<file path="src/design/rmms_pkg.sv">
// Shared constants, types and request records for the running statistics block.
package rmms_pkg;

	// Block configuration
	localparam int MAX_SAMPLES = 65536;
	localparam int CHANNELS    = 3;
	localparam int SAMPLE_BITS = 24;
	localparam int QUEUE_DEPTH = 2;

	// Field widths
	localparam int SMP_W  = 24;
	localparam int CH_W   = 2;
	localparam int CNT_W  = 17;
	localparam int BAND_W = 26;

	// Accumulator and arithmetic widths
	localparam int SUM_W    = 40;
	localparam int SQ_W     = 64;
	localparam int SQR_W    = 2 * SMP_W;
	localparam int DEN_W    = 2 * CNT_W;
	localparam int PROD_W   = CNT_W + SQ_W;
	localparam int ACC2_W   = 2 * SUM_W;
	localparam int QUO_W    = 2 * SAMPLE_BITS;
	localparam int ROOT_W   = SAMPLE_BITS;
	localparam int MAX_STEPS = (QUO_W > SUM_W) ? QUO_W : SUM_W;
	localparam int STEP_W   = $clog2(MAX_STEPS);

	localparam int CH_IDX_W = (CHANNELS > 1) ? $clog2(CHANNELS) : 1;
	localparam int QPTR_W   = (QUEUE_DEPTH > 1) ? $clog2(QUEUE_DEPTH) : 1;
	localparam int QCNT_W   = $clog2(QUEUE_DEPTH + 1);

	// Port widths
	localparam int IN_DATA_W  = 24;
	localparam int IN_USER_W  = 3;
	localparam int OUT_DATA_W = 168;
	localparam int OUT_USER_W = 1;
	localparam int OUT_PAD_W  = OUT_DATA_W - (4 * SMP_W + 2 * BAND_W + CNT_W);

	// Command codes
	localparam logic CMD_ADD   = 1'b0;
	localparam logic CMD_CLEAR = 1'b1;

	typedef enum logic [1:0] {
		KIND_ADD,
		KIND_CLEAR,
		KIND_SKIP
	} kind_t;

	typedef struct packed {
		kind_t                      kind;
		logic [CH_IDX_W-1:0]        channel;
		logic signed [SMP_W-1:0]    sample;
	} entry_t;

	typedef struct packed {
		logic                       start;
		logic [CNT_W-1:0]           n;
		logic signed [SUM_W-1:0]    s1;
		logic [SQ_W-1:0]            s2;
	} calc_req_t;

	typedef struct packed {
		logic                       done;
		logic signed [SMP_W-1:0]    mean;
		logic [SMP_W-1:0]           sd;
	} calc_rsp_t;

	typedef struct packed {
		logic                       full_res;
		logic [CNT_W-1:0]           sample_count;
		logic signed [BAND_W-1:0]   band_high;
		logic signed [BAND_W-1:0]   band_low;
		logic [SMP_W-1:0]           std_dev;
		logic signed [SMP_W-1:0]    mean;
		logic signed [SMP_W-1:0]    maximum;
		logic signed [SMP_W-1:0]    minimum;
	} result_t;

endpackage

</file>
<file path="src/design/rmms_back.sv">
// Back part: channel state, request execution and the result register.
module rmms_back (
	input  logic                 clk,
	input  logic                 arst_n,
	input  logic                 q_empty,
	input  rmms_pkg::entry_t     q_head,
	output logic                 q_pop,
	output rmms_pkg::calc_req_t  calc_req,
	input  rmms_pkg::calc_rsp_t  calc_rsp,
	output logic                 res_valid,
	input  logic                 res_ready,
	output rmms_pkg::result_t    res
);

	typedef enum logic [1:0] {
		B_IDLE,
		B_EXEC,
		B_CALC,
		B_FIN
	} back_state_t;

	back_state_t                          state_q;
	rmms_pkg::entry_t                     cur_q;
	logic [rmms_pkg::SQR_W-1:0]           sq_s1;
	logic signed [rmms_pkg::SUM_W-1:0]    sum_q [rmms_pkg::CHANNELS];
	logic [rmms_pkg::SQ_W-1:0]            ssq_q [rmms_pkg::CHANNELS];
	logic signed [rmms_pkg::SMP_W-1:0]    min_q [rmms_pkg::CHANNELS];
	logic signed [rmms_pkg::SMP_W-1:0]    max_q [rmms_pkg::CHANNELS];
	logic [rmms_pkg::CNT_W-1:0]           cnt_q [rmms_pkg::CHANNELS];
	logic signed [rmms_pkg::SMP_W-1:0]    res_min_q;
	logic signed [rmms_pkg::SMP_W-1:0]    res_max_q;
	logic [rmms_pkg::CNT_W-1:0]           res_n_q;
	logic                                 res_full_q;
	logic                                 res_zero_q;
	rmms_pkg::calc_req_t                  req_q;
	logic                                 out_valid_q;
	rmms_pkg::result_t                    out_q;

	logic signed [rmms_pkg::SMP_W-1:0]    head_x;
	logic signed [rmms_pkg::SQR_W-1:0]    head_wide;
	logic signed [rmms_pkg::SMP_W-1:0]    x;
	logic [rmms_pkg::CH_IDX_W-1:0]        ch;
	logic [rmms_pkg::CNT_W-1:0]           cnt;
	logic                                 is_full;
	logic                                 is_first;
	logic signed [rmms_pkg::SMP_W-1:0]    new_min;
	logic signed [rmms_pkg::SMP_W-1:0]    new_max;
	logic signed [rmms_pkg::SUM_W-1:0]    new_sum;
	logic [rmms_pkg::SQ_W-1:0]            new_ssq;
	rmms_pkg::result_t                    fin;

	always_comb begin
		head_x    = q_head.sample;
		head_wide = rmms_pkg::SQR_W'(head_x);
		x         = cur_q.sample;
		ch        = cur_q.channel;
		cnt       = cnt_q[ch];
		is_full   = (cnt >= rmms_pkg::CNT_W'(rmms_pkg::MAX_SAMPLES));
		is_first  = (cnt == '0);
		new_min   = (is_first || (x < min_q[ch])) ? x : min_q[ch];
		new_max   = (is_first || (x > max_q[ch])) ? x : max_q[ch];
		new_sum   = sum_q[ch] + rmms_pkg::SUM_W'(x);
		new_ssq   = ssq_q[ch] + rmms_pkg::SQ_W'(sq_s1);
	end

	always_comb begin
		fin.minimum      = res_min_q;
		fin.maximum      = res_max_q;
		fin.mean         = calc_rsp.mean;
		fin.std_dev      = calc_rsp.sd;
		fin.band_low     = rmms_pkg::BAND_W'(calc_rsp.mean) - rmms_pkg::BAND_W'(calc_rsp.sd);
		fin.band_high    = rmms_pkg::BAND_W'(calc_rsp.mean) + rmms_pkg::BAND_W'(calc_rsp.sd);
		fin.sample_count = res_n_q;
		fin.full_res     = res_full_q;
		if (res_zero_q) begin
			fin = '0;
		end
	end

	assign q_pop     = (state_q == B_IDLE) && !q_empty;
	assign calc_req  = req_q;
	assign res_valid = out_valid_q;
	assign res       = out_q;

	always_ff @(posedge clk or negedge arst_n) begin
		if (!arst_n) begin
			state_q     <= B_IDLE;
			cur_q       <= '0;
			sq_s1       <= '0;
			res_min_q   <= '0;
			res_max_q   <= '0;
			res_n_q     <= '0;
			res_full_q  <= 1'b0;
			res_zero_q  <= 1'b0;
			req_q       <= '0;
			out_valid_q <= 1'b0;
			out_q       <= '0;
			for (int c = 0; c < rmms_pkg::CHANNELS; c++) begin
				sum_q[c] <= '0;
				ssq_q[c] <= '0;
				min_q[c] <= '0;
				max_q[c] <= '0;
				cnt_q[c] <= '0;
			end
		end else begin
			req_q.start <= 1'b0;
			if (out_valid_q && res_ready) begin
				out_valid_q <= 1'b0;
			end
			unique case (state_q)
				B_IDLE: begin
					if (!q_empty) begin
						cur_q   <= q_head;
						sq_s1   <= rmms_pkg::SQR_W'(head_wide * head_wide);
						state_q <= B_EXEC;
					end
				end
				B_EXEC: begin
					unique case (cur_q.kind)
						rmms_pkg::KIND_ADD: begin
							if (!is_full) begin
								sum_q[ch] <= new_sum;
								ssq_q[ch] <= new_ssq;
								min_q[ch] <= new_min;
								max_q[ch] <= new_max;
								cnt_q[ch] <= cnt + rmms_pkg::CNT_W'(1);
							end
							res_min_q   <= is_full ? min_q[ch] : new_min;
							res_max_q   <= is_full ? max_q[ch] : new_max;
							res_n_q     <= is_full ? cnt : cnt + rmms_pkg::CNT_W'(1);
							res_full_q  <= is_full;
							res_zero_q  <= 1'b0;
							req_q.start <= 1'b1;
							req_q.n     <= is_full ? cnt : cnt + rmms_pkg::CNT_W'(1);
							req_q.s1    <= is_full ? sum_q[ch] : new_sum;
							req_q.s2    <= is_full ? ssq_q[ch] : new_ssq;
							state_q     <= B_CALC;
						end
						rmms_pkg::KIND_CLEAR: begin
							for (int c = 0; c < rmms_pkg::CHANNELS; c++) begin
								sum_q[c] <= '0;
								ssq_q[c] <= '0;
								min_q[c] <= '0;
								max_q[c] <= '0;
								cnt_q[c] <= '0;
							end
							res_zero_q <= 1'b1;
							state_q    <= B_FIN;
						end
						default: begin
							res_zero_q <= 1'b1;
							state_q    <= B_FIN;
						end
					endcase
				end
				B_CALC: begin
					if (calc_rsp.done) begin
						state_q <= B_FIN;
					end
				end
				B_FIN: begin
					if (!out_valid_q || res_ready) begin
						out_q       <= fin;
						out_valid_q <= 1'b1;
						state_q     <= B_IDLE;
					end
				end
				default: begin
					state_q <= B_IDLE;
				end
			endcase
		end
	end

endmodule

</file>
<file path="config.mk">
export PLATFORM = sky130hd
export DESIGN_NAME = rmms_back
export DESIGN_NICKNAME = d
export VERILOG_FILES = /design/src/design/rmms_pkg.sv /design/src/design/rmms_back.sv
export SDC_FILE = /design/constraint.sdc
export NUM_CORES = 2
export LEC_CHECK = 0
export BUFFER_PORTS_ARGS = -buffer_cell sky130_fd_sc_hd__buf_4
export CORE_ASPECT_RATIO = 1.75
export CORE_MARGIN = 1.5
export CORE_UTILIZATION = 55
export CTS_CLUSTER_DIAMETER = 150
export DETAILED_ROUTE_END_ITERATION = 10
export HOLD_SLACK_MARGIN = 0.1
export PLACE_DENSITY = 0.81
export SLEW_MARGIN = 20
export SYNTH_ARGS = -nofsm -noshare
export SYNTH_HDL_FRONTEND = slang
export SYNTH_SLANG_ARGS = --single-unit
</file>
<file path="constraint.sdc">
create_clock -name clk -period 9 [get_ports clk]
set_clock_uncertainty 0.15 [all_clocks]
set_input_delay 1.8 -clock clk [delete_from_list [all_inputs] [get_ports clk]]
set_output_delay 1.8 -clock clk [all_outputs]
set_load 0.01 [all_outputs]
</file>
After elaboration in Yosys (flattened, before gate mapping)
Cells that the tools add are included.

Output and inout bits: 290. Register bits: 924. Input bits: 81. Logic and storage cells: 132.

Equality and inequality tests: 8. Bitwise operators: 2. Order comparisons: 5. Mux-type cells: 57. Reduce and logical (&&, ||, !) cells: 17. Multiply operators: 1. Add/subtract/negate cells: 5.

Operator list (number): $pmux W192 S2 (1); $pmux W72 S2 (2); $mux W64 (4); $mux W122 (2); $pmux W120 S2 (1); $mux W24 (9); $bwmux W192 (1); $mux W192 (1); $mux W166 (1); $mux W40 (4); $bwmux W72 (2); $mux W72 (2); $bmux W64 S2 (1); $demux W64 S2 (1); $bwmux W120 (1); $mux W120 (1); $pmux W51 S2 (1); $bmux W24 S2 (2); $bmux W40 S2 (1); $demux W40 S2 (1); $mux W17 (4); $add A64 B48 Y64 (1); $bwmux W51 (1); $mux W51 (1); other kinds (29) (49).

Depth between registers and ports, before layout
Depth after elaboration: 10. Depth in mapped cells: 28. Mapped depth without buffers: 26.

Least setup slack after synthesis
Ideal clock, no wire load.

Kind: input -> register. Start: input q_head[3] in the netlist's numbering. End: register sq_s1[44] in the netlist's numbering. Path slack: 394 ps. Data arrival time: 8323 ps. Stages: 23. Library setup time: 133 ps. Path buffers: 2. Data required time: 8717 ps. Path through: clkbuf_1 -> clkbuf_1 -> nand2_1 -> inv_1 -> fa_1 -> fa_1 -> inv_1 -> fa_1 -> inv_1 -> fa_1 -> fa_1 -> fa_1 -> fa_1 -> ha_1 -> o21ai_0 -> nand2b_1 -> and3_1 -> a221oi_1 -> o21ai_0 -> a211o_1 -> a21oi_1 -> xor2_1 -> o21ai_0.

Cells in the longest elaborated chain, start to end: 1.

Ends and longest elaborated chain: start: declaration (RTL line rmms_back.sv:6) `input rmms_pkg::entry_t q_head,`; $mul A24 B24 Y48 (RTL line rmms_back.sv:114) `sq_s1 <= rmms_pkg::SQR_W'(head_wide * head_wide);`; end signal: assignment (RTL line rmms_back.sv:114); end: declaration (RTL line rmms_back.sv:24) `logic [rmms_pkg::SQR_W-1:0] sq_s1;`.

No other way between the ends. A chain may end at the register's enable or synchronous reset.

Final worst setup path
Start: input q_head[9] in the netlist's numbering. End: register sq_s1[36] in the netlist's numbering.

The elaborated chain is that of the path after synthesis.

==> flow_metrics.py <==
metrics = {
    "status": {
        "outcome": "finished, final reports clean",
    },
    "timing": {
        "min_period_ns": 8.394,
        "worst_pin_slew_ns": 1.191,
        "finalSetupViolations": 0,
        "fmax_mhz": 119.1,
        "fin_tns_setup_ns": 0,
        "maxSlewHeadroom_pct": 20.58,
        "finalCritPeriodShare_pct": 93.27,
        "rsz0062_at_grt": "no",
        "slew_violations": 0,
        "finalHoldViolCount": 0,
    },
    "grt": {
        "grt.overflow.total": 0,
        "grt_usage_pct": 33.38,
        "grt_pass1_vias": 56484,
        "grt_max_degree": 206,
        "grt_pass1_wl_mm": 318.2,
        "grt_antenna_before_repair": 7,
    },
    "cells_and_area": {
        "syn_to_final_growth_pct": 10.29,
        "layout_commonest_cell": "nand2_1",
        "fin_nets": 8263,
        "mostFrequentLayoutCells": "1214 x nand2_1, 918 x dfrtp_1, 724 x inv_1",
        "drive_gt1_share_pct": 9.340,
    },
    "clock_network": {
        "clock_latency_ns": 0.70,
        "cts_made_buffers": 79,
        "cts_root_buffer": "clkbuf_16",
        "clk_pin_slew_ns": 0.07,
        "cts_setup_buffers": 0,
        "cts_buffer_depth": 3,
        "cts_tree": "yes",
        "ctsResizeCount": 0,
        "htreeDepth": 3,
        "numClockSinks": 921,
        "hold_buffers": 0,
    },
    "floorplan": {
        "die_x_microns": 265.9,
        "rows": 168,
        "io_pins": 371,
        "initial_core_util_pct": 55.52,
        "core_sq_um": 119800,
        "die_area_sq_um": 123100,
        "fp.dieH_microns": 463.1,
    },
    "route": {
        "ant_nets": 0,
        "via_count": 54136,
        "first_iter_violations": 4662,
        "drt-total-wl_mm": 205.6,
        "viasPerCell": 6.098,
        "drt_first_pass_iters": 8,
        "wire_per_inst_microns": 23.16,
        "drc_errors": 0,
    },
    "setup_path": {
        "max_stage_delay_ns": 0.52,
        "cp-start-kind": "primary input",
        "crit_buf_inv": 7,
        "worstPathMaxFanout": 15,
        "cp.arrival_ns": 8.80,
        "cpMostUsedCell": "fa_1",
        "crit_family": "adder cells",
        "cp-end-kind": "flop",
        "crit_type": "primary input to flop",
        "slowest_stage": "fa_1",
        "critPathRequiredTime_ns": 9.41,
    },
    "synthesis": {
        "ys_seq_area_share_pct": 34.65,
        "syn_nets": 8103,
        "syn_avg_cell_area_sq_um": 9.336,
        "yosysTopAreaCellShare_pct": 34.65,
        "syn_area_sq_um": 66520,
        "synth_edf_count": 0,
        "postSynthCellCount": 7125,
        "synth_area_leaders": "dfrtp_1 35%, fa_1 17%, nand2_1 6.9%, ha_1 6.4%, o21ai_0 5.4%",
        "synth_cell_type_count": 84,
        "synth.ff_latch_count": 921,
        "async_flop_share_pct": 100.0,
        "synth_ff_type": "dfrtp_1",
        "synth_largest_area_cell": "dfrtp_1",
        "ys_warn_count": 0,
    },
    "min_path": {
        "min-delay-path-class": "flop to flop",
    },
    "flow_run": {
        "max_cap_viol_count": 0,
    },
    "placement": {
        "place_congestion": 0.9947,
        "dp_hpwl_mm": 149.2,
        "io_buffer_count": 370,
    },
}
==> sequential cells by signal, indices dropped and copies added, names as in the netlist <==
signal,cells
ssq_q,192
res,165
calc_req,122
sum_q,120
max_q,72
min_q,72
cnt_q,51
sq_s1,46
res_max_q,24
res_min_q,24
x,24
ch,2
cur_q,2
state_q,2
res_full_q,1
res_valid,1
res_zero_q,1
==> area by class of cell <==
type	count	area, sq um
clock buffers	107	2213
well taps	1530	1914
repair buffers	490	3836
diodes	3	7.507
fillers	9863	46450
inverters	728	2738
flip-flops and latches	921	23060
clock inverters	34	397.9
multi-input cells	5065	39200
==> logic make-up (layout without fill, tap and decap cells) <==
kind of cell	Yosys count	count (layout)	share of synthesized area, %
adders and majority gates	897	897	23.17
muxes	193	193	2.910
DFF	921	921	34.65
other	0	3	0
and+or+nand+nor	2029	2029	13.33
xor gates and xnor gates	239	239	3.147
AOI/OAI and AO/OA	1707	1707	16.21
buffers and inverters	1139	1359	6.583
==> layer usage <==
| metal | routed length, microns | track usage, % | up-vias |
|---|---|---|---|
| li1 | - | - | 24018 |
| met2 | 100700 | 57.34 | 2399 |
| met4 | 18210 | 25.84 | 6 |
| met5 | 46 | 0 | - |
| met3 | 14700 | 5.647 | 779 |
| met1 | 71930 | 36.53 | 26934 |
==> worst min-delay path, delay by kind of cell (launching register included) <==
kind | cells | cell delay, ns
compound gates | 1 | 0.06
simple gates | 1 | 0.04
flops | 1 | 0.34
==> cell usage after synthesis, drive strengths merged, types with 7 or more instances <==
library cell	count
a211oi	23
fa	558
nor2	265
or2	13
o211ai	18
mux2i	190
nor4	14
o21a	18
o31a	7
clkbuf	342
a41oi	7
o311ai	50
a22o	247
o21bai	27
nor3b	7
a31oi	65
nand2	1219
inv	726
nand4	34
or3	9
nor2b	36
o21ai	761
a211o	9
o41ai	8
buf	69
a221o	7
nand3	107
and2	111
a221oi	8
o2bb2ai	14
and3	30
nand2b	122
a21oi	258
nor3	50
dfrtp	921
xor2	59
ha	339
a21o	89
o31ai	46
xnor2	180
==> through the flow <==
stage / utilization [%] / instances / setup WS [ns] / hold WS [ns] / instance area [sq um]
5_1_grt: 61.23 / 8876 / 0.3016 / 0.3474 / 73360
6_report: 61.23 / 8878 / 0.6055 / 0.3297 / 73360
2_1_floorplan: - / 7125 / 0.3944 / 0.2953 / 66520
3_5_place_dp: 59.04 / 8734 / 0.03771 / 0.3175 / 70740
3_3_place_gp: 59.04 / 8734 / 0.1104 / 0.3096 / 70740
4_1_cts: 61.22 / 8875 / 0.7513 / 0.3320 / 73360
==> final timing paths <==
| path | cells after the start | start | endpoint | slack (ns) |
|---|---|---|---|---|
| max | 26 | q_head[9] | sq_s1[36] | 0.61 |
| min | 2 | res[49] | res[49] | 0.33 |
| max reg2reg | 14 | ch[0] | ssq_q[127] | 2.91 |
| min reg2reg | 2 | res[49] | res[49] | 0.33 |
| max in group asynchronous | 3 | arst_n | sum_q[64] | 5.98 |
| min in group asynchronous | 1 | arst_n | res[49] | 1.01 |
Power is left out: the tool's default activity adds up to more than one toggle a clock period on the data nets, which glitch-free logic cannot reach.
