<file path="src/design/rmms_pkg.sv">
// Shared constants, types and request records for the running statistics block.
package rmms_pkg;

	// Block configuration
	localparam int MAX_SAMPLES = 65536;
	localparam int CHANNELS    = 3;
	localparam int SAMPLE_BITS = 24;
	localparam int QUEUE_DEPTH = 2;

	// Field widths
	localparam int SMP_W  = 24;
	localparam int CH_W   = 2;
	localparam int CNT_W  = 17;
	localparam int BAND_W = 26;

	// Accumulator and arithmetic widths
	localparam int SUM_W    = 40;
	localparam int SQ_W     = 64;
	localparam int SQR_W    = 2 * SMP_W;
	localparam int DEN_W    = 2 * CNT_W;
	localparam int PROD_W   = CNT_W + SQ_W;
	localparam int ACC2_W   = 2 * SUM_W;
	localparam int QUO_W    = 2 * SAMPLE_BITS;
	localparam int ROOT_W   = SAMPLE_BITS;
	localparam int MAX_STEPS = (QUO_W > SUM_W) ? QUO_W : SUM_W;
	localparam int STEP_W   = $clog2(MAX_STEPS);

	localparam int CH_IDX_W = (CHANNELS > 1) ? $clog2(CHANNELS) : 1;
	localparam int QPTR_W   = (QUEUE_DEPTH > 1) ? $clog2(QUEUE_DEPTH) : 1;
	localparam int QCNT_W   = $clog2(QUEUE_DEPTH + 1);

	// Port widths
	localparam int IN_DATA_W  = 24;
	localparam int IN_USER_W  = 3;
	localparam int OUT_DATA_W = 168;
	localparam int OUT_USER_W = 1;
	localparam int OUT_PAD_W  = OUT_DATA_W - (4 * SMP_W + 2 * BAND_W + CNT_W);

	// Command codes
	localparam logic CMD_ADD   = 1'b0;
	localparam logic CMD_CLEAR = 1'b1;

	typedef enum logic [1:0] {
		KIND_ADD,
		KIND_CLEAR,
		KIND_SKIP
	} kind_t;

	typedef struct packed {
		kind_t                      kind;
		logic [CH_IDX_W-1:0]        channel;
		logic signed [SMP_W-1:0]    sample;
	} entry_t;

	typedef struct packed {
		logic                       start;
		logic [CNT_W-1:0]           n;
		logic signed [SUM_W-1:0]    s1;
		logic [SQ_W-1:0]            s2;
	} calc_req_t;

	typedef struct packed {
		logic                       done;
		logic signed [SMP_W-1:0]    mean;
		logic [SMP_W-1:0]           sd;
	} calc_rsp_t;

	typedef struct packed {
		logic                       full_res;
		logic [CNT_W-1:0]           sample_count;
		logic signed [BAND_W-1:0]   band_high;
		logic signed [BAND_W-1:0]   band_low;
		logic [SMP_W-1:0]           std_dev;
		logic signed [SMP_W-1:0]    mean;
		logic signed [SMP_W-1:0]    maximum;
		logic signed [SMP_W-1:0]    minimum;
	} result_t;

endpackage

</file>
<file path="src/design/rmms_fifo.sv">
// Short request queue between the front and back parts.
module rmms_fifo (
	input  logic             clk,
	input  logic             arst_n,
	input  logic             push,
	input  rmms_pkg::entry_t wr_entry,
	output logic             full,
	input  logic             pop,
	output rmms_pkg::entry_t rd_entry,
	output logic             empty
);

	rmms_pkg::entry_t               mem_q [rmms_pkg::QUEUE_DEPTH];
	logic [rmms_pkg::QPTR_W-1:0]    wr_ptr_q;
	logic [rmms_pkg::QPTR_W-1:0]    rd_ptr_q;
	logic [rmms_pkg::QCNT_W-1:0]    count_q;
	logic                           do_push;
	logic                           do_pop;

	assign full     = (count_q == rmms_pkg::QCNT_W'(rmms_pkg::QUEUE_DEPTH));
	assign empty    = (count_q == '0);
	assign do_push  = push && !full;
	assign do_pop   = pop && !empty;
	assign rd_entry = mem_q[rd_ptr_q];

	always_ff @(posedge clk) begin
		if (do_push) begin
			mem_q[wr_ptr_q] <= wr_entry;
		end
	end

	always_ff @(posedge clk or negedge arst_n) begin
		if (!arst_n) begin
			wr_ptr_q <= '0;
			rd_ptr_q <= '0;
			count_q  <= '0;
		end else begin
			if (do_push) begin
				wr_ptr_q <= (wr_ptr_q == rmms_pkg::QPTR_W'(rmms_pkg::QUEUE_DEPTH - 1)) ?
					'0 : wr_ptr_q + rmms_pkg::QPTR_W'(1);
			end
			if (do_pop) begin
				rd_ptr_q <= (rd_ptr_q == rmms_pkg::QPTR_W'(rmms_pkg::QUEUE_DEPTH - 1)) ?
					'0 : rd_ptr_q + rmms_pkg::QPTR_W'(1);
			end
			if (do_push && !do_pop) begin
				count_q <= count_q + rmms_pkg::QCNT_W'(1);
			end else if (do_pop && !do_push) begin
				count_q <= count_q - rmms_pkg::QCNT_W'(1);
			end
		end
	end

endmodule

</file>
<file path="config.mk">
export PLATFORM = sky130hd
export DESIGN_NAME = rmms_fifo
export DESIGN_NICKNAME = d
export VERILOG_FILES = /design/src/design/rmms_pkg.sv /design/src/design/rmms_fifo.sv
export SDC_FILE = /design/constraint.sdc
export NUM_CORES = 1
export LEC_CHECK = 0
export BUFFER_PORTS_ARGS = -buffer_cell sky130_fd_sc_hd__buf_2
export CAP_MARGIN = 10
export CORE_UTILIZATION = 35
export DETAILED_ROUTE_END_ITERATION = 6
export PLACE_DENSITY_LB_ADDON = 0.15
export SLEW_MARGIN = 40
export SYNTH_ARGS = -nofsm -noshare
export SYNTH_HDL_FRONTEND = slang
export SYNTH_SLANG_ARGS = --single-unit
</file>
<file path="constraint.sdc">
create_clock -name clk -period 2.3 [get_ports clk]
set_input_delay 0.23 -clock clk [delete_from_list [all_inputs] [get_ports clk]]
set_output_delay 0.23 -clock clk [all_outputs]
set_load 0.005 [all_outputs]
</file>
# Word-level counts from Yosys, hierarchy flattened

Memories as Yosys holds them, arrays and structs flattened.
Cells that the tools add are included.

Input port bits: 32
Memories: 1
Bits in registers: 4
Output and inout port bits: 30
Logic and storage cells: 25
Bits in writable memories: 56

Memories:

| memory | depth | bits a word | rd ports | clocked after memory_dff | write ports | RTL line        | source |
|---|---|---|---|---|---|---|---|
| mem_q  | 2     | 28          | 1        | 0                        | 1           | rmms_fifo.sv:13 | `rmms_pkg::entry_t mem_q [rmms_pkg::QUEUE_DEPTH];` |

Add/sub/neg operators: 4
Mux-type cells: 6
Eq/ne operators: 1
Reduce and logical (&&, ||, !) cells: 10

Operator list:

| kind                                                               | number |
|---|---|
| 1-bit logical AND                                                  | 4 |
| 1-bit logical NOT                                                  | 4 |
| 1-bit 2-to-1 mux                                                   | 4 |
| 2-bit 2-to-1 mux                                                   | 2 |
| 1-bit adder, second input constant                                 | 2 |
| 2-bit by 1-bit adder with 2-bit output, second input constant      | 1 |
| 2-bit equality test, second input constant                         | 1 |
| 2-bit logical NOT                                                  | 1 |
| 2-bit nonzero test                                                 | 1 |
| 2-bit by 1-bit subtractor with 2-bit output, second input constant | 1 |

# Longest topological paths before layout

Gate-level depths: netlist (run 1).

Word-level depth: 7
Depth in mapped cells: 7

# Least setup slack after synthesis (run 1)

OpenSTA, ideal clock, no wires.

Path type: register to register
Start: reg count_q[0] (netlist bit)
End: mem mem_q[0][0] (netlist bit) (enable)
Buffers on the path: 0
Data arrival time: 1839 ps
Clock period less this slack: 2251 ps
Cell stages (with the launch flop): 4
Setup time: 413 ps
Setup slack: 49 ps
Path through: dfrtp_1 > nand2b_1 > nand2_1 > nor2_1

Cells in the longest elaborated chain, start to end: 5

RTL lines:

| item                                   | RTL line        | source |
|---|---|---|
| from (decl)                            | rmms_fifo.sv:16 | `logic [rmms_pkg::QCNT_W-1:0] count_q;` |
| from (signal assigned)                 | rmms_fifo.sv:47 | `count_q <= count_q + rmms_pkg::QCNT_W'(1);` |
| from (signal assigned)                 | rmms_fifo.sv:49 | `count_q <= count_q - rmms_pkg::QCNT_W'(1);` |
| 2-bit equality test                    | rmms_fifo.sv:20 | `assign full = (count_q == rmms_pkg::QCNT_W'(rmms_pkg::QUEUE_DEPTH));` |
| 1-bit logical NOT                      | rmms_fifo.sv:22 | `assign do_push = push && !full;` |
| 1-bit logical AND                      | rmms_fifo.sv:22 |  |
| 1-bit 2-to-1 mux                       | rmms_fifo.sv:27 | `if (do_push) begin` |
| 1-bit 2-to-1 mux (not written as such) | rmms_fifo.sv:28 | `mem_q[wr_ptr_q] <= wr_entry;` |
| to (decl)                              | rmms_fifo.sv:13 |  |

No other way between the ends.

==> flow_summary.ini, run 1 <==
[outcome]
outcome = completed

[cts]
clock_latency_ns = 0.32
cts_max_level = 3
cts_tree = built
cts_root_buf = clkbuf_8
cts_repair_resize_count = 0
ctsHoldBuffers = 1
numCtsBuffers = 9
post-cts-setup-buffer-count = 0
clockBufferDepth = 2
clkSlewWorstSetupHoldPaths_ns = 0.07
clock_sinks = 60

[critical_path]
critPathKind = reg -> out
max_stage_delay_ns = 0.38
r2r_setup_slack_ns = 0.65
crit_path_start_kind = flip-flop
path_delay_family = buffers and inverters
crit_chain = buf_4 -> mux2_2 -> buf_2
cp_slowest_cell = mux2_2
required_ns = 2.07
cp-end-kind = output pin
crit_buf_inv = 2
crit_arrival_ns = 1.50
cp_max_fo = 19

[grt]
track_usage_pct = 12.9
grt_pass1_wl_um = 5930
grt_max_degree = 20
grt_overflow_total = 0
antenna_found_initial = 0
grt_pass1_vias = 1265

[placement]
dp_hpwl_um = 2750
globalplace.congestion = 0.691
numPortBuffers = 61
dpl-instance-area_um2 = 2680
post-place-ws_ns = 0.623

[pwr]
p_leak_nw = 1.14
switchingPower_uw = 952
intPower_mw = 2.44
powerDensity_nw_per_um2 = 1190
comb_power_share_pct = 31.0
vdd_drop_max_v = 0.000697
clkPwrFrac_pct = 22.3
p_sw_share_pct = 28.0
seq_power_share_pct = 46.7

[timing]
fmax_mhz = 578
period_minus_slack_ns = 1.73
finalWorstSetupSlack_ns = 0.571
fin_skew_ns = 0.00621
setup_viol = 0
finalMaxSlewViolations = 0
tightestPinTransition_ns = 0.448
finalHoldViolations = 0
fin_tns_setup_ns = 0
timing.hold.ws_ns = 0.0886
finalCritPeriodShare_pct = 75.2
rsz0062_at_grt = false
slew_headroom_pct = 70.1

[job]
max_cap_viol_count = 0

[logic_synthesis]
yosysTopAreaCell = edfxtp_1
syn_avg_cell_area_um2 = 21.4
ys_types = 16
synth_fp_nets = 139
synthTopCellsByArea = edfxtp_1, mux2_2, mux2_4, dfrtp_1, xnor2_1
synth_warnings = 0
syn_inst = 106
synth.cell_area_um2 = 2260
yosysTopAreaCellShare_pct = 74.3
yosysSeqAreaShare_pct = 78.7
synth_seq_cells = 60

[floorplan]
row_count = 28
dieArea_um2 = 6800
die_w_um = 82.4
ios = 62
core_um2 = 6100
initial_utilization_pct = 37.2
dieHeight_um = 82.4

[cells_and_area]
layout_common_cells = buf_2, edfxtp_1, mux2_2
fillers = 567
drive_above_1_share_pct = 58.8
final_common_cell = buf_2
fin_util_pct = 46.7
nNetsFinal = 215
final_cell_area_um2 = 2850
antenna_cells = 0
area_growth_pct = 25.7

[routing]
routed_via_density = 4.48
num_vias = 1174
drtAntennaViolNets = 0
drtPass1Iterations = 4
wl_um = 3860
first_iter_violations = 39
wl_per_cell_um = 14.7
drc = 0

[min_path]
holdCritPathClass = in -> reg
==> per-stage QoR <==
step | std cells | power, mW
4_1_cts | 262 | 3.47
3_3_place_gp | 245 | 2.66
5_1_grt | 262 | 3.61
2_1_floorplan | 106 | 2.29
6_report | 262 | 3.40
3_5_place_dp | 245 | 2.69
==> power groups by stage <==
stage / clock network [mW] / registers, mW / logic [mW]
6_report: 0.757 / 1.58 / 1.05
3_5_place_dp: 0 / 1.61 / 1.08
2_1_floorplan: 0 / 1.59 / 0.702
3_3_place_gp: 0 / 1.59 / 1.06
4_1_cts: 0.785 / 1.59 / 1.09
5_1_grt: 0.832 / 1.61 / 1.17
==> worst paths after layout <==
check                            start            to  cells past startpoint
max                           rd_ptr_q   rd_entry[6]                      3
min                        wr_entry[0]   mem_q[0][0]                      1
max reg2reg                 count_q[0]  mem_q[1][21]                      3
min reg2reg                   wr_ptr_q      wr_ptr_q                      1
max in group asynchronous       arst_n      wr_ptr_q                      2
min in group asynchronous       arst_n    count_q[1]                      2
==> synth_stat cells (all sizes together) <==
cell,n
and3,1
mux2,28
o21ai,1
nor2,3
nand2b,1
inv,2
buf,3
nand2,1
ha,1
dfrtp,4
xnor2,3
edfxtp,56
xor2,2
==> flip-flops by register name, summed over array words and instances (netlist names) <==
| name | cells |
|---|---|
| count_q | 2 |
| mem_q | 56 |
| rd_ptr_q | 1 |
| wr_ptr_q | 1 |
==> layout make-up <==
type,count,area [um^2],area share (%)
Sequential cell,60,1780,62.6
Multi-Input combinational cell,41,444,15.6
Timing Repair Buffer,68,360,12.7
Clock buffer,10,128,4.48
Tap cell,75,93.8,3.30
Clock inverter,6,31.3,1.10
Inverter,2,7.51,0.264
==> per-layer routing <==
metal / wire length, um / GRT usage (%) / up-vias / share of wire [%]
met1: 1580 / 14.2 / 568 / 41
met2: 2010 / 21.0 / 36 / 52
met3: 201 / 4.40 / 8 / 5.2
met5: 0 / 0 / - / 0
li1: - / - / 562 / -
met4: 69 / 8.95 / 0 / 1.8
==> logic make-up after synthesis <==
group | synth area share [%]
flip-flops | 78.7
multiplexers | 15.6
AND/OR/NAND/NOR | 1.22
XOR/XNOR | 1.93
buffers and inverters | 1.82
AO/OA/AOI/OAI | 0.221
adder cells (fa/ha/maj) | 0.552
No activity file was read; power rests on OpenSTA's default activity.
==> inputs of run 2 (changes only) <==
Clock period 2.3 ns to 1.8 ns, I/O delays scaled along.
==> run 2 against run 1 <==
  * Clock skew is 0.0015 ns lower
  * Combinational power is 31% higher
  * Setup slack worse by 0.35 ns
  * Non-clock buffer count stayed put
  * Critical path type unchanged
  * Clock-buffer cell count is 1 lower
  * Largest power group unchanged
  * Global-route usage is 0.61 points lower
  * Largest cell class unchanged
  * Highest routed layer unchanged
  * Clock power is 64% higher
==> flow_summary.ini, run 2 (synthesis results as in run 1) <==
[placement]
numPortBuffers = 61
globalplace.congestion = 0.612
dp_hpwl_um = 2510

[timing]
finalCritPeriodShare_pct = 88.0
tightestPinTransition_ns = 0.244
fin_skew_ns = 0.00476
finalHoldViolations = 0
fin_tns_setup_ns = 0
slew_headroom_pct = 83.7
fmax_mhz = 631
period_minus_slack_ns = 1.58
finalMaxSlewViolations = 0
setup_viol = 0
rsz0062_at_grt = false

[cts]
cts_max_level = 3
clock_sinks = 60
clockBufferDepth = 2
post-cts-setup-buffer-count = 0
numCtsBuffers = 9
cts_root_buf = clkbuf_8
clkSlewWorstSetupHoldPaths_ns = 0.07
clock_latency_ns = 0.32
cts_tree = built

[routing]
first_iter_violations = 41
drtPass1Iterations = 2
num_vias = 1177
wl_per_cell_um = 14.1
drc = 0
drtAntennaViolNets = 0
wl_um = 3690
routed_via_density = 4.51

[cells_and_area]
nNetsFinal = 215
fillers = 548
largest_register_ffs = 56
top_register = mem_q
multi_input_area_um2 = 444
final_common_cell = buf_2
area_growth_pct = 28.2
drive_above_1_share_pct = 59.7
largestRegisters = mem_q x56, count_q x2
layout_common_cells = buf_2, edfxtp_1, mux2_2
antenna_cells = 0
seq_area_um2 = 1780

[floorplan]
die_w_um = 82.4
row_count = 28
ios = 62
dieArea_um2 = 6800
core_um2 = 6100
dieHeight_um = 82.4
initial_utilization_pct = 37.2

[pwr]
intPower_mw = 3.43
seq_power_share_pct = 43.6
powerDensity_nw_per_um2 = 1600
comb_power_share_pct = 29.8
power.total_mw = 4.65
clkPwrFrac_pct = 26.6
switchingPower_mw = 1.22
p_leak_nw = 1.17
vdd_drop_max_v = 0.000906
p_sw_share_pct = 26.2

[grt]
track_usage_pct = 12.3
grt_pass1_vias = 1273
grt_pass1_wl_um = 5730
antenna_found_initial = 0
grt_overflow_total = 0
grt_max_degree = 23

[critical_path]
required_ns = 1.62
crit_chain = buf_12 -> mux2_2 -> buf_2
r2r_cells = 7
cp_slowest_cell = dfrtp_1
cp-startpoint = rd_ptr_q
critPathKind = reg -> out
cp-end-kind = output pin
cp-endpoint = rd_entry[6]
crit_path_start_kind = flip-flop
max_stage_delay_ns = 0.39
r2r_end = count_q[1]
crit_arrival_ns = 1.40
cp_max_fo = 22
r2r_setup_slack_ns = 0.24
crit-reg2reg-launch = count_q[0]

[outcome]
outcome = completed

[min_path]
holdCritPathClass = in -> reg
min_path_cells = 1

[job]
max_cap_viol_count = 0
## run 2: cell count changes in the layout (fill, tap and decap cells not counted), sizes merged
cell,before,now
bufinv,0,2
clkbuf,10,9
clkinv,5,4
clkinvlp,1,0
## run 2: worst min-delay path by stage
stage / start / endpoint / slack [ns]
2_1_floorplan: arst_n / count_q[0] / -0.12
4_1_cts: wr_entry[7] / mem_q[0][7] / 0.02
5_1_grt: wr_entry[12] / mem_q[1][12] / 0.02
3_5_place_dp: arst_n / wr_ptr_q / -0.009
6_report: wr_entry[7] / mem_q[0][7] / 0.04
3_3_place_gp: arst_n / count_q[0] / -0.01
## run 2: repair_timing
action / in CTS / in global routing
hold endpoints to repair: 4 / 0
endpoints found under the setup margin: 0 / 0
gates resized for setup: 0 / 0
hold buffers: 1 / 0
## run 2: routing by layer
layer,vias up,global-route usage [%],wire (um)
li1,557,-,-
met1,567,12.0,1460
met2,43,21.7,1910
met3,10,4.18,240
met4,0,8.95,73
met5,-,0,0
## run 2: power groups by stage
| stage | logic, mW | clock network [mW] | registers (mW) |
|---|---|---|---|
| final | 1.38 | 1.24 | 2.02 |
| after detailed placement | 1.41 | 0 | 2.06 |
| after global placement | 1.38 | 0 | 2.04 |
| after floorplan | 0.900 | 0 | 2.03 |
| after CTS | 1.42 | 1.28 | 2.03 |
| after global routing | 1.52 | 1.33 | 2.06 |
## run 2: layout make-up
class | instances | area share, %
inverter | 2 | 0.259
tap | 75 | 3.23
timing repair buffer | 68 | 12.8
clock inverter | 6 | 2.76
sequential | 60 | 61.4
multi-input combinational | 41 | 15.3
clock buffer | 9 | 4.27
## run 2: through the flow
stage / setup slack [ns] / hold WS, ns / utilization [%] / instance area [um^2] / instances
after detailed placement: 0.247 / -0.00934 / 44.1 / 2690 / 245
after global routing: 0.135 / 0.0171 / 47.6 / 2900 / 261
after floorplan: 0.00559 / -0.116 / - / 2270 / 106
after CTS: 0.183 / 0.0175 / 47.6 / 2900 / 261
final: 0.216 / 0.0419 / 47.6 / 2900 / 261
after global placement: 0.355 / -0.0116 / 44.1 / 2690 / 245
## run 2: critical path: cells and delay by family, from the launching register on
family                 cells  cell delay (ns)
muxes                      1             0.36
DFF                        1             0.39
buffers and inverters      2             0.33
