## src/design/rmms_pkg.sv

```systemverilog
// Shared constants, types and request records for the running statistics block.
package rmms_pkg;

	// Block configuration
	localparam int MAX_SAMPLES = 65536;
	localparam int CHANNELS    = 3;
	localparam int SAMPLE_BITS = 24;
	localparam int QUEUE_DEPTH = 2;

	// Field widths
	localparam int SMP_W  = 24;
	localparam int CH_W   = 2;
	localparam int CNT_W  = 17;
	localparam int BAND_W = 26;

	// Accumulator and arithmetic widths
	localparam int SUM_W    = 40;
	localparam int SQ_W     = 64;
	localparam int SQR_W    = 2 * SMP_W;
	localparam int DEN_W    = 2 * CNT_W;
	localparam int PROD_W   = CNT_W + SQ_W;
	localparam int ACC2_W   = 2 * SUM_W;
	localparam int QUO_W    = 2 * SAMPLE_BITS;
	localparam int ROOT_W   = SAMPLE_BITS;
	localparam int MAX_STEPS = (QUO_W > SUM_W) ? QUO_W : SUM_W;
	localparam int STEP_W   = $clog2(MAX_STEPS);

	localparam int CH_IDX_W = (CHANNELS > 1) ? $clog2(CHANNELS) : 1;
	localparam int QPTR_W   = (QUEUE_DEPTH > 1) ? $clog2(QUEUE_DEPTH) : 1;
	localparam int QCNT_W   = $clog2(QUEUE_DEPTH + 1);

	// Port widths
	localparam int IN_DATA_W  = 24;
	localparam int IN_USER_W  = 3;
	localparam int OUT_DATA_W = 168;
	localparam int OUT_USER_W = 1;
	localparam int OUT_PAD_W  = OUT_DATA_W - (4 * SMP_W + 2 * BAND_W + CNT_W);

	// Command codes
	localparam logic CMD_ADD   = 1'b0;
	localparam logic CMD_CLEAR = 1'b1;

	typedef enum logic [1:0] {
		KIND_ADD,
		KIND_CLEAR,
		KIND_SKIP
	} kind_t;

	typedef struct packed {
		kind_t                      kind;
		logic [CH_IDX_W-1:0]        channel;
		logic signed [SMP_W-1:0]    sample;
	} entry_t;

	typedef struct packed {
		logic                       start;
		logic [CNT_W-1:0]           n;
		logic signed [SUM_W-1:0]    s1;
		logic [SQ_W-1:0]            s2;
	} calc_req_t;

	typedef struct packed {
		logic                       done;
		logic signed [SMP_W-1:0]    mean;
		logic [SMP_W-1:0]           sd;
	} calc_rsp_t;

	typedef struct packed {
		logic                       full_res;
		logic [CNT_W-1:0]           sample_count;
		logic signed [BAND_W-1:0]   band_high;
		logic signed [BAND_W-1:0]   band_low;
		logic [SMP_W-1:0]           std_dev;
		logic signed [SMP_W-1:0]    mean;
		logic signed [SMP_W-1:0]    maximum;
		logic signed [SMP_W-1:0]    minimum;
	} result_t;

endpackage

```

## src/design/rmms_calc.sv

```systemverilog
// Bit-serial arithmetic unit: mean by division, deviation by division and square root.
module rmms_calc (
	input  logic                 clk,
	input  logic                 arst_n,
	input  rmms_pkg::calc_req_t  req,
	output rmms_pkg::calc_rsp_t  rsp
);

	typedef enum logic [2:0] {
		C_IDLE,
		C_MUL,
		C_SUB,
		C_DIV,
		C_SQRT
	} calc_state_t;

	calc_state_t                          state_q;
	logic [rmms_pkg::STEP_W-1:0]          step_q;
	logic [rmms_pkg::CNT_W-1:0]           n_q;
	logic                                 neg_q;
	logic                                 small_q;
	logic [rmms_pkg::SUM_W-1:0]           mb1_q;
	logic [rmms_pkg::SUM_W-1:0]           a_q;
	logic [rmms_pkg::SUM_W-1:0]           mq_q;
	logic [rmms_pkg::CNT_W-1:0]           mr_q;
	logic [rmms_pkg::SQ_W-1:0]            s2_q;
	logic [rmms_pkg::PROD_W-1:0]          acc1_q;
	logic [rmms_pkg::ACC2_W-1:0]          acc2_q;
	logic [rmms_pkg::DEN_W-1:0]           d_q;
	logic [rmms_pkg::DEN_W-1:0]           vr_q;
	logic [rmms_pkg::QUO_W-1:0]           vq_q;
	logic [rmms_pkg::ROOT_W-1:0]          root_q;
	logic [rmms_pkg::ROOT_W:0]            sr_q;
	logic                                 done_q;
	logic signed [rmms_pkg::SMP_W-1:0]    mean_q;
	logic [rmms_pkg::SMP_W-1:0]           sd_q;

	logic [rmms_pkg::SUM_W-1:0]           s1_mag;
	logic [rmms_pkg::PROD_W-1:0]          mul1_add;
	logic [rmms_pkg::ACC2_W-1:0]          mul2_add;
	logic [rmms_pkg::CNT_W:0]             mtry;
	logic                                 mfit;
	logic [rmms_pkg::CNT_W:0]             mdiff;
	logic [rmms_pkg::DEN_W:0]             vtry;
	logic                                 vfit;
	logic [rmms_pkg::DEN_W:0]             vdiff;
	logic [rmms_pkg::ROOT_W+2:0]          stry;
	logic [rmms_pkg::ROOT_W+2:0]          strial;
	logic                                 sfit;
	logic [rmms_pkg::ROOT_W+2:0]          sdiff;
	logic [rmms_pkg::ROOT_W-1:0]          root_nx;
	logic [rmms_pkg::PROD_W-1:0]          num;
	logic [rmms_pkg::PROD_W-1:0]          num_hi;
	logic [rmms_pkg::SUM_W-1:0]           mean_full;

	always_comb begin
		s1_mag    = req.s1[rmms_pkg::SUM_W-1] ? rmms_pkg::SUM_W'(-req.s1) :
			rmms_pkg::SUM_W'(req.s1);
		mul1_add  = mb1_q[rmms_pkg::SUM_W-1] ? rmms_pkg::PROD_W'(s2_q) : '0;
		mul2_add  = mq_q[rmms_pkg::SUM_W-1] ? rmms_pkg::ACC2_W'(a_q) : '0;
		mtry      = {mr_q, mq_q[rmms_pkg::SUM_W-1]};
		mfit      = (mtry >= {1'b0, n_q});
		mdiff     = mtry - {1'b0, n_q};
		vtry      = {vr_q, vq_q[rmms_pkg::QUO_W-1]};
		vfit      = (vtry >= {1'b0, d_q});
		vdiff     = vtry - {1'b0, d_q};
		stry      = {sr_q, vq_q[rmms_pkg::QUO_W-1 -: 2]};
		strial    = {1'b0, root_q, 2'b01};
		sfit      = (stry >= strial);
		sdiff     = stry - strial;
		root_nx   = {root_q[rmms_pkg::ROOT_W-2:0], sfit};
		num       = acc1_q - rmms_pkg::PROD_W'(acc2_q);
		num_hi    = num >> rmms_pkg::QUO_W;
		mean_full = neg_q ? (~mq_q + rmms_pkg::SUM_W'(1)) : mq_q;
	end

	assign rsp.done = done_q;
	assign rsp.mean = mean_q;
	assign rsp.sd   = sd_q;

	always_ff @(posedge clk or negedge arst_n) begin
		if (!arst_n) begin
			state_q <= C_IDLE;
			step_q  <= '0;
			n_q     <= '0;
			neg_q   <= 1'b0;
			small_q <= 1'b0;
			mb1_q   <= '0;
			a_q     <= '0;
			mq_q    <= '0;
			mr_q    <= '0;
			s2_q    <= '0;
			acc1_q  <= '0;
			acc2_q  <= '0;
			d_q     <= '0;
			vr_q    <= '0;
			vq_q    <= '0;
			root_q  <= '0;
			sr_q    <= '0;
			done_q  <= 1'b0;
			mean_q  <= '0;
			sd_q    <= '0;
		end else begin
			done_q <= 1'b0;
			unique case (state_q)
				C_IDLE: begin
					if (req.start) begin
						n_q     <= req.n;
						neg_q   <= req.s1[rmms_pkg::SUM_W-1];
						small_q <= (req.n < rmms_pkg::CNT_W'(2));
						mb1_q   <= rmms_pkg::SUM_W'(req.n);
						a_q     <= s1_mag;
						mq_q    <= s1_mag;
						mr_q    <= '0;
						s2_q    <= req.s2;
						acc1_q  <= '0;
						acc2_q  <= '0;
						step_q  <= rmms_pkg::STEP_W'(rmms_pkg::SUM_W - 1);
						state_q <= C_MUL;
					end
				end
				C_MUL: begin
					// Both products MSB first; the mean quotient shifts in behind |S1|
					acc1_q <= {acc1_q[rmms_pkg::PROD_W-2:0], 1'b0} + mul1_add;
					acc2_q <= {acc2_q[rmms_pkg::ACC2_W-2:0], 1'b0} + mul2_add;
					mb1_q  <= {mb1_q[rmms_pkg::SUM_W-2:0], 1'b0};
					mq_q   <= {mq_q[rmms_pkg::SUM_W-2:0], mfit};
					mr_q   <= mfit ? mdiff[rmms_pkg::CNT_W-1:0] : mtry[rmms_pkg::CNT_W-1:0];
					step_q <= step_q - rmms_pkg::STEP_W'(1);
					if (step_q == '0) begin
						state_q <= C_SUB;
					end
				end
				C_SUB: begin
					mean_q  <= mean_full[rmms_pkg::SMP_W-1:0];
					d_q     <= rmms_pkg::DEN_W'(n_q) * rmms_pkg::DEN_W'(n_q - rmms_pkg::CNT_W'(1));
					vr_q    <= num_hi[rmms_pkg::DEN_W-1:0];
					vq_q    <= num[rmms_pkg::QUO_W-1:0];
					root_q  <= '0;
					sr_q    <= '0;
					step_q  <= rmms_pkg::STEP_W'(rmms_pkg::QUO_W - 1);
					state_q <= C_DIV;
				end
				C_DIV: begin
					vq_q   <= {vq_q[rmms_pkg::QUO_W-2:0], vfit};
					vr_q   <= vfit ? vdiff[rmms_pkg::DEN_W-1:0] : vtry[rmms_pkg::DEN_W-1:0];
					step_q <= step_q - rmms_pkg::STEP_W'(1);
					if (step_q == '0) begin
						step_q  <= rmms_pkg::STEP_W'(rmms_pkg::ROOT_W - 1);
						state_q <= C_SQRT;
					end
				end
				C_SQRT: begin
					// Two radicand bits per step, one root bit out
					vq_q   <= {vq_q[rmms_pkg::QUO_W-3:0], 2'b00};
					sr_q   <= sfit ? sdiff[rmms_pkg::ROOT_W:0] : stry[rmms_pkg::ROOT_W:0];
					root_q <= root_nx;
					step_q <= step_q - rmms_pkg::STEP_W'(1);
					if (step_q == '0) begin
						sd_q    <= small_q ? '0 : rmms_pkg::SMP_W'(root_nx);
						done_q  <= 1'b1;
						state_q <= C_IDLE;
					end
				end
				default: begin
					state_q <= C_IDLE;
				end
			endcase
		end
	end

endmodule

```

## config.mk

```make
export PLATFORM = sky130hd
export DESIGN_NAME = rmms_calc
export DESIGN_NICKNAME = d
export VERILOG_FILES = /design/src/design/rmms_pkg.sv /design/src/design/rmms_calc.sv
export SDC_FILE = /design/constraint.sdc
export NUM_CORES = 2
export LEC_CHECK = 0
export BUFFER_PORTS_ARGS = -buffer_cell sky130_fd_sc_hd__buf_2
export CAP_MARGIN = 40
export CORE_MARGIN = 5
export CORE_UTILIZATION = 55
export DETAILED_ROUTE_END_ITERATION = 8
export PLACE_DENSITY_LB_ADDON = 0.25
export SLEW_MARGIN = 5
export SYNTH_ARGS = -nofsm -noshare
export SYNTH_HDL_FRONTEND = slang
export SYNTH_SLANG_ARGS = --single-unit
```

## constraint.sdc

```tcl
create_clock -name clk -period 9.85 [get_ports clk]
set_input_delay 0.985 -clock clk [delete_from_list [all_inputs] [get_ports clk]]
set_output_delay 0.985 -clock clk [all_outputs]
set_load 0.005 [all_outputs]
```

* After elaboration in Yosys (flattened, before gate mapping)
Cells that the tools add are included.
** Cells by class
- Muxes and demuxes :: 32
- Equal/unequal tests :: 8
- Bitwise logic cells :: 1
- Reductions and logical operators :: 13
- Magnitude comparators :: 4
- Multipliers :: 1
- Add/subtract/negate cells :: 10
** Operators by type and width (number)
- $pmux 81 s2 :: 1
- $mux 40 :: 4
- $pmux 40 s2 :: 2
- $pmux 80 s2 :: 1
- $pmux 48 s3 :: 1
- $add 81x64->81 :: 1
- $mux 81 :: 1
- $sub 81x80->81 :: 1
- $add 80x40->80 :: 1
- $mux 80 :: 1
- $pmux 34 s2 :: 1
- $mux 64 :: 1
- $pmux 25 s2 :: 1
- $mux 24 :: 2
- $pmux 24 s2 :: 1
- $neg 40->40 :: 1
- $ge 35x34->1 :: 1
- $mul 18x18->34 :: 1
- $mux 17 :: 2
- $mux 34 :: 1
- $pmux 17 s2 :: 1
- $sub 34x34->34 :: 1
- $ge 27x26->1 :: 1
- $mux 25 :: 1
- 25 further kinds :: 39
** Storage, ports and cells
- Flip-flop bits (word level) :: 604
- Logic and storage cells :: 89
- Output and inout bits :: 49

* Depth between registers and ports, before layout
- Depth in word-level cells :: 4
- Mapped depth :: 35

* Worst setup path after synthesis
Ideal clock, no wire load.
- Kind :: register to register
- Start point :: register n_q[0] (netlist name)
- End point :: register d_q[30] (netlist name)
- Path buffers :: 4
- Library setup time :: 135 ps
- Path slack :: 1674 ps
- Period minus slack after synthesis :: 8176 ps
- Cell stages (with the launch flop) :: 34
- Data arrival time :: 8042 ps
- Path through :: dfrtp_1 -> inv_1 -> clkbuf_1 -> clkbuf_1 -> ha_1 -> inv_1 -> nor3_1 -> nand2_1 -> nor3_1 -> nand3_1 -> ha_1 -> clkbuf_1 -> nor2_1 -> fa_1 -> fa_1 -> fa_1 -> fa_1 -> fa_1 -> inv_1 -> fa_1 -> inv_1 -> ha_1 -> clkbuf_1 -> a21o_1 -> a21oi_1 -> nand2_1 -> a211oi_1 -> o211ai_1 -> and3b_1 -> o41ai_1 -> o21ai_0 -> a21oi_1 -> xor2_1 -> o21ai_0
** On the way
- Word-level cells in the longest chain between the ends :: 2
** RTL lines
- from (decl) :: line rmms_calc.sv:19 : logic [rmms_pkg::CNT_W-1:0] n_q;
- from (signal assigned) :: line rmms_calc.sv:108 : n_q <= req.n;
- $sub 17x1->18 :: line rmms_calc.sv:136 : d_q <= rmms_pkg::DEN_W'(n_q) * rmms_pkg::DEN_W'(n_q - rmms_pkg::CNT_W'(1));
- $mul 18x18->34 (*) :: line rmms_calc.sv:136
- to (signal assigned) :: line rmms_calc.sv:136
- to (decl) :: line rmms_calc.sv:29 : logic [rmms_pkg::DEN_W-1:0] d_q;
Mark *: on every way between the ends. The rest lies on a longest branch, timed or not.
A chain may end at the register's enable or synchronous reset.

* Final worst setup path
- Start point :: register n_q[2] (netlist name)
- End point :: register d_q[30] (netlist name)
The elaborated chain is that of the path after synthesis.

==> results.cfg <==
[final_layout]
fin_util = 0.599
final_nets = 6897
drive_gt1_frac = 0.0657
area_growth_pct = 8.14

[worst_setup_path]
reg2reg_slack_ps = 1020
cp_num_buf_inv = 4
crit_top_cell = fa_1
critPathLaunchType = flip-flop
critPathArrivalTime_ps = 9370
crit_required_ps = 10380
endpoint_kind = flip-flop
cp_slowest_cell = ha_1
path_delay_family = adder cells
criticalPathCategory = reg2reg
cp_max_fo = 16
critPathMaxStageDelay_ps = 640

[floorplanning]
die-width_microns = 316
rows = 112
die_h_microns = 316
dieArea_sq_um = 100000
core_area_sq_um = 93300
io-pin-count = 173
start_util = 0.553

[timing]
relSlewSlack = 0.319
fin_crit_sh = 0.897
setup_viol = 0
fin_skew_ps = 30.2
finalHoldViolCount = 0
period_needed_ps = 8830
tightest_slew_ps = 1020
slew_viol_final = 0
fmax_ghz = 0.113
rsz0062_at_grt = no
finalSetupTns_ps = 0
setup_ws_ps = 1020

[synthesis]
synth_top_family_by_area = compound AO/OA/AOI/OAI gates
synth_xor_xnor_area_share = 0.0621
synth-simple-area-share = 0.177
synth_top_area_share = 0.292
synth-compound-area-share = 0.204
syn_inst = 6156
synth_cell_types = 95
avgSynthCellArea_sq_um = 8.39
synth_area_leader_cell = dfrtp_1
ys_seq_area_frac = 0.292
yosysWarningCount = 0
synth-async-reset-ratio = 1.00
syn_nets = 6925
syn-cell-area_sq_um = 51700
yosys_most_used_dff = dfrtp_1
ys_ff_latch = 603
muxShareOfSynthArea = 0.00647
synth_edf_count = 0
synth-adder-area-share = 0.192
synthTopCellsByArea = dfrtp_1 29%, ha_1 9.7%, fa_1 9.5%

[clocking]
numCtsBuffers = 72
numClockSinks = 603
hold_buffers = 0
clkLatencyLatePin_ps = 660
clk_path_buf_depth = 3
cts_tree = done
cts-root-buf = clkbuf_16
postCtsSetupRepairBufs = 0
clkTransAtPathRegs_ps = 60
ctsResizeCount = 0
h-tree-depth = 3

[grt]
grt_pass1_vias = 42800
antenna_found_initial = 3
grt_first_pass_wirelength_microns = 224000
grt.total_usage = 0.271
grt_start_max_net_pins = 167
grt.overflow.total = 0

[hold_path]
holdCritPathClass = in2async

[placement]
hpwl_microns = 104000
dp_slack_ps = 1130
port_buffers = 172
place_congestion = 0.946

[detailed_routing]
post_drt_wl_per_cell_microns = 18.5
vias_per_cell = 5.85
drtPass1Iterations = 6
postRouteAntennaNets = 0
via_count = 43500
routed_wl_microns = 138000
drt_iter0_drc = 3317
drc = 0

[flow_run]
cap_violations = 0

[outcome]
status = complete, no violations
Yosys cell counts (8+ instances only):
library cell / n
nand2b_1: 193
o31ai_1: 62
o21a_1: 54
o22a_1: 8
nor3b_1: 8
nor4_1: 31
dfrtp_1: 603
or3_1: 24
o21ai_1: 18
xor2_1: 169
fa_1: 244
a211oi_1: 29
or2_2: 10
buf_1: 15
clkbuf_1: 277
mux2_2: 11
nor3_1: 67
a22oi_1: 12
a21o_1: 205
o211ai_1: 24
xnor2_1: 197
ha_1: 401
nand2_1: 847
inv_1: 570
a31oi_1: 48
o221ai_1: 11
o41ai_1: 12
o21bai_1: 44
a21boi_0: 10
mux2i_1: 21
and3_1: 41
o22ai_1: 65
nand4_1: 79
buf_2: 16
and4_1: 9
nor2b_1: 32
a22o_1: 34
and2_1: 125
a211o_1: 10
or4_1: 12
nor2_1: 394
a21oi_1: 366
nand3_1: 84
a221o_1: 44
o21ai_0: 485
per-layer routing:
layer | global-route usage | part of all wire
met1 | 0.389 | 0.45
met2 | 0.437 | 0.46
met3 | 0.0388 | 0.061
met4 | 0.0676 | 0.024
met5 | 0 | 0.00015
path summary, 6_finish.rpt:
kind	startpoint	end	cells past startpoint
setup / recovery	n_q[2]	d_q[30]	29
hold / removal	arst_n	s2_q[59]	1
setup reg to reg	n_q[2]	d_q[30]	29
hold reg to reg	s2_q[31]	s2_q[31]	2
max in group asynchronous	arst_n	mb1_q[15]	3
min in group clk	s2_q[31]	s2_q[31]	2
stage by stage:
step	hold WS (ps)	cells	instance area, sq um
after detailed placement	458	7308	53400
after floorplan	437	6156	51700
final	406	7436	55900
after CTS	454	7435	55900
after global routing	464	7435	55900
after global placement	450	7298	53200
registers in the layout (all words and copies together), names as in the netlist, 17 cells and up:
| signal | cells |
|---|---|
| acc1_q | 81 |
| s2_q | 64 |
| acc2_q | 80 |
| sd_q | 24 |
| mean_q | 24 |
| vq_q | 48 |
| vr_q | 34 |
| d_q | 33 |
| root_q | 24 |
| n_q | 17 |
| a_q | 40 |
| sr_q | 25 |
| mq_q | 40 |
| mb1_q | 40 |
| mr_q | 17 |
placed cells by master, fill, tap and decap left out, drive strengths merged, types with 98 or more instances in the layout:
| master | synthesis | layout |
|---|---|---|
| a21o | 206 | 206 |
| o21ai | 506 | 506 |
| fa | 244 | 244 |
| inv | 570 | 577 |
| clkbuf | 277 | 98 |
| and2 | 125 | 125 |
| nand2 | 848 | 848 |
| nor2 | 394 | 394 |
| ha | 401 | 401 |
| xor2 | 169 | 169 |
| buf | 39 | 214 |
| a21oi | 369 | 369 |
| dfrtp | 603 | 603 |
| nand2b | 193 | 193 |
| xnor2 | 197 | 197 |
cell families after synthesis:
family          count (synthesis)
compound gates               1644
xor+xnor                      366
fa+ha+maj                     645
buf+inv                       892
flops                         603
mux                            32
simple gates                 1974
cell type report:
type                       instances  area [sq um]
clock inverter                    29           427
tap                             1254          1570
antenna                            1          2.50
clock buffer                      98          2020
multi-input combinational       4661         33200
inverter                         576          2160
fill                            8397         37500
timing repair buffer             214          1380
sequential                       603         15100
Power is left out: the tool's default activity adds up to more than one toggle a clock period on the data nets, which glitch-free logic cannot reach.
